File: src/sem_pkg.sv
// shared types, constants and register codes of the sobel edge magnitude stream
package sem_pkg;

   // default and largest sizes of the frame
   localparam int DEF_MAX_WIDTH  = 1024;
   localparam int DEF_MAX_HEIGHT = 1024;

   // configuration port
   localparam int CSR_IDX_W  = 2;
   localparam int CSR_DATA_W = 11;

   localparam logic [CSR_IDX_W-1:0] CSR_IMAGE_WIDTH    = 2'd0;
   localparam logic [CSR_IDX_W-1:0] CSR_IMAGE_HEIGHT   = 2'd1;
   localparam logic [CSR_IDX_W-1:0] CSR_EDGE_THRESHOLD = 2'd2;

   localparam logic [CSR_DATA_W-1:0] RST_IMAGE_WIDTH    = 11'd640;
   localparam logic [CSR_DATA_W-1:0] RST_IMAGE_HEIGHT   = 11'd480;
   localparam logic [CSR_DATA_W-1:0] RST_EDGE_THRESHOLD = 11'd0;

   // pixel word, red in the low byte and alpha in the high byte
   localparam int PIX_W = 32;

   // gradient, squared magnitude and root widths
   localparam int GRAD_W     = 11;
   localparam int ROOT_W     = 11;
   localparam int SQ_W       = 2 * ROOT_W - 1;
   localparam int ROOT_TOP   = 2 * (ROOT_W - 1);
   localparam int ROOT_STEPS = 4;

   localparam logic [7:0] CHAN_MAX = 8'd255;

   typedef struct packed {
      logic       is_flush;
      logic [7:0] red_in;
      logic [7:0] green_in;
      logic [7:0] blue_in;
      logic [7:0] alpha_in;
   } req_type;

   typedef struct packed {
      logic [7:0] red_out;
      logic [7:0] green_out;
      logic [7:0] blue_out;
      logic [7:0] alpha_out;
      logic       end_of_frame;
   } rsp_type;

endpackage

File: src/sem_isqrt.sv
// iterative floor square root, four digit steps per cycle
module sem_isqrt import sem_pkg::*; (
   input  logic              clock,
   input  logic              reset,
   input  logic              start,
   input  logic [SQ_W-1:0]   operand,
   output logic              done,
   output logic [ROOT_W-1:0] root
);

   logic              run_ff, run_in;
   logic              done_ff, done_in;
   logic [SQ_W:0]     rem_ff, rem_in;
   logic [SQ_W:0]     res_ff, res_in;
   logic [SQ_W:0]     bit_ff, bit_in;
   logic [ROOT_W-1:0] root_ff, root_in;
   logic [SQ_W-1:0]   op_ff;

   always_comb begin
      logic [SQ_W:0] r, s, b;
      r = rem_ff;
      s = res_ff;
      b = bit_ff;
      for (int k = 0; k < ROOT_STEPS; k++) begin
         if (b != '0) begin
            if (r >= s + b) begin
               r = r - (s + b);
               s = (s >> 1) + b;
            end else begin
               s = s >> 1;
            end
            b = b >> 2;
         end
      end
      run_in  = run_ff;
      done_in = 1'b0;
      rem_in  = rem_ff;
      res_in  = res_ff;
      bit_in  = bit_ff;
      root_in = root_ff;
      if (start) begin
         run_in = 1'b1;
         rem_in = {1'b0, operand};
         res_in = '0;
         bit_in = (SQ_W+1)'(1) << ROOT_TOP;
      end else if (run_ff) begin
         rem_in = r;
         res_in = s;
         bit_in = b;
         if (b == '0) begin
            run_in  = 1'b0;
            done_in = 1'b1;
            root_in = s[ROOT_W-1:0];
         end
      end
   end

   always_ff @(posedge clock) begin
      if (reset) begin
         run_ff  <= 1'b0;
         done_ff <= 1'b0;
      end else begin
         run_ff  <= run_in;
         done_ff <= done_in;
      end
      rem_ff  <= rem_in;
      res_ff  <= res_in;
      bit_ff  <= bit_in;
      root_ff <= root_in;
      if (start) begin
         op_ff <= operand;
      end
   end

   assign done = done_ff;
   assign root = root_ff;

   // root is the floor of the square root of the operand
   a_root_floor: assert property (@(posedge clock) disable iff (reset)
      done_ff |-> ((2*ROOT_W)'(root_ff) * (2*ROOT_W)'(root_ff) <= (2*ROOT_W)'(op_ff)) &&
                  (((2*ROOT_W)'(root_ff) + (2*ROOT_W)'(1)) *
                   ((2*ROOT_W)'(root_ff) + (2*ROOT_W)'(1)) > (2*ROOT_W)'(op_ff)))
      else $error("square root result out of range");

   // a new operand never lands on a root in progress
   a_no_restart: assert property (@(posedge clock) disable iff (reset)
      start |-> !run_ff)
      else $error("square root restarted while busy");

endmodule

File: config.mk
export PLATFORM = sky130hd
export DESIGN_NAME = sem_isqrt
export DESIGN_NICKNAME = d
export VERILOG_FILES = /design/src/sem_pkg.sv /design/src/sem_isqrt.sv
export SDC_FILE = /design/constraint.sdc
export NUM_CORES = 1
export LEC_CHECK = 0
export ABC_AREA = 1
export BUFFER_PORTS_ARGS = -buffer_cell sky130_fd_sc_hd__buf_2
export CORE_MARGIN = 4
export CORE_UTILIZATION = 55
export DETAILED_ROUTE_END_ITERATION = 8
export GPL_TIMING_DRIVEN = 0
export PLACE_DENSITY = 0.71
export SLEW_MARGIN = 20
export SYNTH_ARGS = -nofsm -noshare
export SYNTH_HDL_FRONTEND = slang
export SYNTH_SLANG_ARGS = --single-unit
export TNS_END_PERCENT = 1
File: constraint.sdc
create_clock -name clock -period 19.3 [get_ports clock]
set_clock_uncertainty 0.1 [all_clocks]
set_input_delay 0.965 -clock clock [delete_from_list [all_inputs] [get_ports clock]]
set_output_delay 0.965 -clock clock [all_outputs]
set_load 0.01 [all_outputs]
After elaboration in Yosys (flattened, before gate mapping) --
Cells that the tools add are included.
Word-level totals: input port bits 24, output and inout port bits 12, logic and storage cells 59, bits in registers 79
Operators by class: order comparisons 4, mux-type cells 26, add/subtract/negate cells 12, bitwise logic cells 2, reductions and logical operators 8
Operator list (number):
- $mux 22 | 20
- $add 21x22->22 | 4
- $add 22x22->22 | 4
- $ge 22x22->1 | 4
- $reduce_bool 22->1 | 4
- $sub 22x22->22 | 4
- $mux 21 | 2
- $logic_not 22->1 | 1
- $mux 1 | 4
- $reduce_and 3->1 | 1
- $reduce_or 3->1 | 1
- $not 1->1 | 2
- $reduce_bool 2->1 | 1

Logic depth before layout (Yosys ltp) --
depth after elaboration 18, mapped depth 101, mapped depth without buffers 97

Worst setup path before layout --
No wires, ideal clock.
kind reg2reg, from reg res_ff[0], to reg rem_ff[0], data pin, path slack 4975 ps, arrival time 13972 ps, path buffers 4, clock period less this slack 14325 ps, cell stages (with the launch flop) 90, setup time 253 ps, data required time 18947 ps, cells stage by stage dfxtp_1 -> ha_1 -> fa_1 -> nand3_1 -> nand3_1 -> a21o_1 -> a31oi_1 -> o21ai_0 -> a21boi_0 -> o21ai_0 -> nand2_1 -> nand2_1 -> xor2_1 -> ha_1 -> nand2_1 -> nor2_1 -> nand2_1 -> nor2_1 -> (+54 left out) -> a21boi_0 -> o21ai_1 -> a21boi_0 -> o21ai_0 -> nand3_1 -> nand2_1 -> xor2_1 -> ha_1 -> nand2_1 -> nor2_1 -> nand2_1 -> o2111ai_1 -> nand2_1 -> inv_1 -> buf_1 -> nand2_1 -> nand3_1 -> nand2_1
On the way: cells in the longest elaborated chain, start to end 18, elaborated cells between the ends (all ways) 30, classes of those cells add/sub (10); order compare (4); mux (16)
Ends and longest elaborated chain:
- from (decl) | RTL line sem_isqrt.sv:14 | logic [SQ_W:0] res_ff, res_in;
- from (signal assigned) | RTL line sem_isqrt.sv:67 | res_ff <= res_in;
- $add 22x22->22 | RTL line sem_isqrt.sv:26, sem_isqrt.sv:27
- $ge 22x22->1 | RTL line sem_isqrt.sv:26 | if (r >= s + b) begin
- $mux 22 | RTL line sem_isqrt.sv:26
- $mux 22 | RTL line sem_isqrt.sv:25 | if (b != '0) begin
- $add 22x22->22 | RTL line sem_isqrt.sv:26, sem_isqrt.sv:27
- $ge 22x22->1 | RTL line sem_isqrt.sv:26
- $mux 22 | RTL line sem_isqrt.sv:26
- $mux 22 | RTL line sem_isqrt.sv:25
- (+3 left out)
- $mux 22 | RTL line sem_isqrt.sv:25
- $add 22x22->22 | RTL line sem_isqrt.sv:26, sem_isqrt.sv:27
- $sub 22x22->22 / $ge 22x22->1 (equally long branches) | RTL line sem_isqrt.sv:27, sem_isqrt.sv:26
- $mux 22 | RTL line sem_isqrt.sv:26
- $mux 22 (*) | RTL line sem_isqrt.sv:25
- $mux 21 (*) | RTL line sem_isqrt.sv:46 | end else if (run_ff) begin
- $mux 21 (*) | RTL line sem_isqrt.sv:41 | if (start) begin
- via rem_in[0] | RTL line sem_isqrt.sv:13 | logic [SQ_W:0] rem_ff, rem_in;
- to (signal assigned) | RTL line sem_isqrt.sv:66 | rem_ff <= rem_in;
- to (decl) | RTL line sem_isqrt.sv:13
Mark *: on every way through the listed nets, which the timed path passes. The rest lies on a longest branch. The select of a mux whose other input is x is not followed. A chain may end at the register's enable or synchronous reset.

Worst setup path after layout --
from reg bit_ff[5], to reg rem_ff[9], data pin
On the way: cells in the longest elaborated chain, start to end 18, elaborated cells between the ends (all ways) 38, classes of those cells add/sub (11); order compare (4); mux (19); reduce/logical (4)
Ends and longest elaborated chain:
- from (decl) | RTL line sem_isqrt.sv:15 | logic [SQ_W:0] bit_ff, bit_in;
- from (signal assigned) | RTL line sem_isqrt.sv:68 | bit_ff <= bit_in;
- $add 22x22->22 | RTL line sem_isqrt.sv:26, sem_isqrt.sv:27
- $ge 22x22->1 | RTL line sem_isqrt.sv:26
- $mux 22 | RTL line sem_isqrt.sv:26
- $mux 22 | RTL line sem_isqrt.sv:25
- $add 22x22->22 | RTL line sem_isqrt.sv:26, sem_isqrt.sv:27
- $ge 22x22->1 | RTL line sem_isqrt.sv:26
- $mux 22 | RTL line sem_isqrt.sv:26
- $mux 22 | RTL line sem_isqrt.sv:25
- (+3 left out)
- $mux 22 | RTL line sem_isqrt.sv:25
- $add 22x22->22 | RTL line sem_isqrt.sv:26, sem_isqrt.sv:27
- $sub 22x22->22 / $ge 22x22->1 (equally long branches) | RTL line sem_isqrt.sv:27, sem_isqrt.sv:26
- $mux 22 | RTL line sem_isqrt.sv:26
- $mux 22 (*) | RTL line sem_isqrt.sv:25
- $mux 21 (*) | RTL line sem_isqrt.sv:46
- $mux 21 (*) | RTL line sem_isqrt.sv:41
- via rem_in[9] | RTL line sem_isqrt.sv:13
Marks and branches as above.

==> impl_metrics.py <==
metrics = {
    "route": {
        "drc": 0,
        "drtAntennaViolNets": 0,
        "routed_wl_um": 75700,
        "vias_per_cell": 6.07,
        "wl_per_cell_um": 20.9,
        "drtIter0Drc": 2518,
        "firstDrtPassIters": 7,
        "num_vias": 22000,
    },
    "worst_setup_path": {
        "cp_num_buf_inv": 10,
        "worst_setup_path_end_kind": "register",
        "worst-path-max-fanout": 10,
        "crit_required_ps": 19330,
        "arrival_ps": 18610,
        "slowest_stage": "dfxtp_1",
        "critPathTopFamily": "compound AO/OA/AOI/OAI gates",
        "critical_path.max_stage_delay_ps": 680,
        "crit_type": "register to register",
        "startpoint_type": "register",
        "cpMostUsedCell": "nand2_1",
    },
    "place": {
        "dpl.hpwl_um": 64000,
        "gp_congestion": 1.08,
        "dp_slack_ps": -659,
        "portBuffers": 35,
        "place_area_um2": 19600,
    },
    "timing": {
        "tns_ps": 0,
        "fin_crit_sh": 0.963,
        "worstMarginPinSlew_ps": 867,
        "slew_headroom": 0.420,
        "setup_ws_ps": 715,
        "setup_viol_count_final": 0,
        "fmaxAchievable_ghz": 0.0538,
        "report.final.hold_viol_count": 0,
        "period_minus_slack_ps": 18580,
        "slew_viol_final": 0,
    },
    "run": {
        "max-cap-violations": 0,
    },
    "floorplan": {
        "core_um2": 33600,
        "row_count": 67,
        "start_util": 0.559,
        "die_w_um": 193,
        "pin_count": 36,
        "die_area_um2": 37200,
        "die_h_um": 193,
    },
    "run_status": {
        "status": "complete, no violations",
    },
    "cts": {
        "cts.sinks": 79,
        "clock_latency_ps": 350,
        "cts_tree": "built",
        "cts_buffers": 9,
        "postCtsHoldBufs": 0,
        "htreeDepth": 3,
        "clk_path_buf_depth": 2,
        "cts-root-buf": "clkbuf_16",
        "clkTransAtPathRegs_ps": 70,
    },
    "global_route": {
        "grt_start_max_net_pins": 31,
        "grt_overflow_total": 0,
        "grt_pass1_wl_um": 112000,
        "grt.total_usage": 0.396,
        "grt_pass1_vias": 20200,
        "antenna_found_initial": 0,
    },
    "synth": {
        "synth_top_area_frac": 0.171,
        "ys_seq_area_frac": 0.101,
        "synthTopCellsByArea": "ha_1 (17%), nand2_1 (17%), inv_1 (7.3%), a21oi_1 (6.6%), nand3_1 (6.4%)",
        "syn_area_per_cell_um2": 6.04,
        "ys_ff_latch": 79,
        "yosysTopAreaCell": "ha_1",
        "yosysWarnings": 0,
        "synth_flop_cell": "dfxtp_1",
        "synthDistinctLibCells": 60,
        "synth_cells": 3111,
        "synth_area_um2": 18800,
        "ys_async_sr_fraction": 0,
        "synth-edff-count": 32,
    },
    "cells_and_area": {
        "multi_input_area_um2": 15100,
        "nets": 3469,
        "area_growth_pct": 6.51,
        "seq_area_um2": 1910,
        "nFillCells": 3394,
        "drive_gt1_frac": 0.0519,
        "final_area_um2": 20000,
        "fin_util": 0.596,
    },
    "worst_hold_path": {
        "hold_class": "register to register",
    },
}
cell usage in the layout (no fill, tap or decap), drive strengths merged, types with 16 or more instances in the layout:
cell type | Yosys | final
edfxtp | 32 | 32
or2 | 23 | 23
o211ai | 19 | 19
a21oi | 250 | 250
nand4 | 94 | 94
nand3 | 242 | 242
o21bai | 17 | 17
ha | 257 | 257
nor4 | 19 | 19
inv | 367 | 370
nand2 | 858 | 858
buf | 33 | 69
nor2 | 199 | 199
o21ai | 207 | 207
nor3 | 31 | 31
a21o | 16 | 16
a31oi | 23 | 23
clkbuf | 77 | 88
xor2 | 107 | 107
dfxtp | 47 | 47
xnor2 | 92 | 92
conb | 1 | 18
stage by stage:
step	hold slack, ps	cells
global route	421	3629
detailed placement	373	3611
floorplan	345	3128
finish	408	3630
global placement	371	3611
CTS	397	3627
area by class of cell:
class                      instances  share of cell area
antenna                            1            0.000125
buffer                           110              0.0250
clock buffer                      10              0.0125
clock inverter                     6             0.00394
inverter                         369              0.0696
multi-input combinational       2570               0.756
sequential                        79              0.0954
tap                              448              0.0280
timing repair buffer              37             0.00950
worst paths after layout:
| kind | from | to | slack [ps] | depth (start not counted) |
|---|---|---|---|---|
| worst max-delay path | bit_ff[5] | rem_ff[9] | 720 | 90 |
| worst min-delay path | run_ff | bit_ff[20] | 410 | 1 |
| worst max register to register | bit_ff[5] | rem_ff[9] | 720 | 90 |
| worst min register to register | run_ff | bit_ff[20] | 410 | 1 |
repair_timing:
action / CTS / global route
pin swaps: 0 / 2
buffers inserted: 0 / 2
setup endpoints to repair: 55 / 55
hold endpoints to repair: 0 / 0
resized for setup: 7 / 30
cloned: 0 / 0
cells in the mapped netlist, types with 3 or more instances:
| master | count |
|---|---|
| a211oi_1 | 10 |
| a21boi_0 | 14 |
| a21o_1 | 16 |
| a21oi_1 | 249 |
| a31oi_1 | 22 |
| and3_1 | 13 |
| buf_1 | 4 |
| buf_2 | 20 |
| buf_4 | 4 |
| buf_6 | 5 |
| clkbuf_1 | 77 |
| dfxtp_1 | 47 |
| edfxtp_1 | 32 |
| fa_1 | 12 |
| ha_1 | 257 |
| inv_1 | 364 |
| nand2_1 | 850 |
| nand2_2 | 7 |
| nand3_1 | 239 |
| nand3_2 | 3 |
| nand3b_1 | 10 |
| nand4_1 | 92 |
| nor2_1 | 196 |
| nor3_1 | 30 |
| nor3b_1 | 4 |
| nor4_1 | 19 |
| o211ai_1 | 19 |
| o21a_1 | 7 |
| o21ai_0 | 147 |
| o21ai_1 | 43 |
| o21ai_2 | 17 |
| o21bai_1 | 16 |
| o22ai_1 | 13 |
| o31ai_1 | 5 |
| or2_2 | 20 |
| xnor2_1 | 92 |
| xor2_1 | 107 |
flip-flops by register name, indices dropped and copies added (netlist names):
| register | count |
|---|---|
| run_ff | 1 |
| rem_ff | 22 |
| done | 1 |
| root | 11 |
| bit_ff | 22 |
| res_ff | 22 |
logic make-up (layout without fill, tap and decap cells):
logic type / after synthesis / after routing / synth area share
adder cells (fa/ha/maj): 269 / 269 / 0.184
XOR/XNOR: 199 / 199 / 0.0927
other: 1 / 19 / 0.000199
flip-flops: 79 / 79 / 0.101
buffers and inverters: 479 / 532 / 0.100
AND/OR/NAND/NOR: 1494 / 1494 / 0.344
AO/OA/AOI/OAI: 590 / 590 / 0.178
routing by layer:
| layer | up-vias | track usage | share of wire |
|---|---|---|---|
| met1 | 9989 | 0.514 | 0.40 |
| met4 | 0 | 0.231 | 0.072 |
| met3 | 263 | 0.0604 | 0.11 |
| met2 | 1205 | 0.622 | 0.42 |
| met5 | - | 0 | 0 |
| li1 | 10600 | - | - |
worst register-to-register path, delay by kind of cell, from the launching register on:
family,cells,cell delay [ps]
flip-flops,1,680
AND/OR/NAND/NOR,36,5070
XOR/XNOR,4,1180
adder cells (fa/ha/maj),8,2920
buffers and inverters,10,2060
AO/OA/AOI/OAI,32,6400
Power is not shown: default switching activity piles up to over one toggle a cycle in this logic, so the estimate is an artifact.
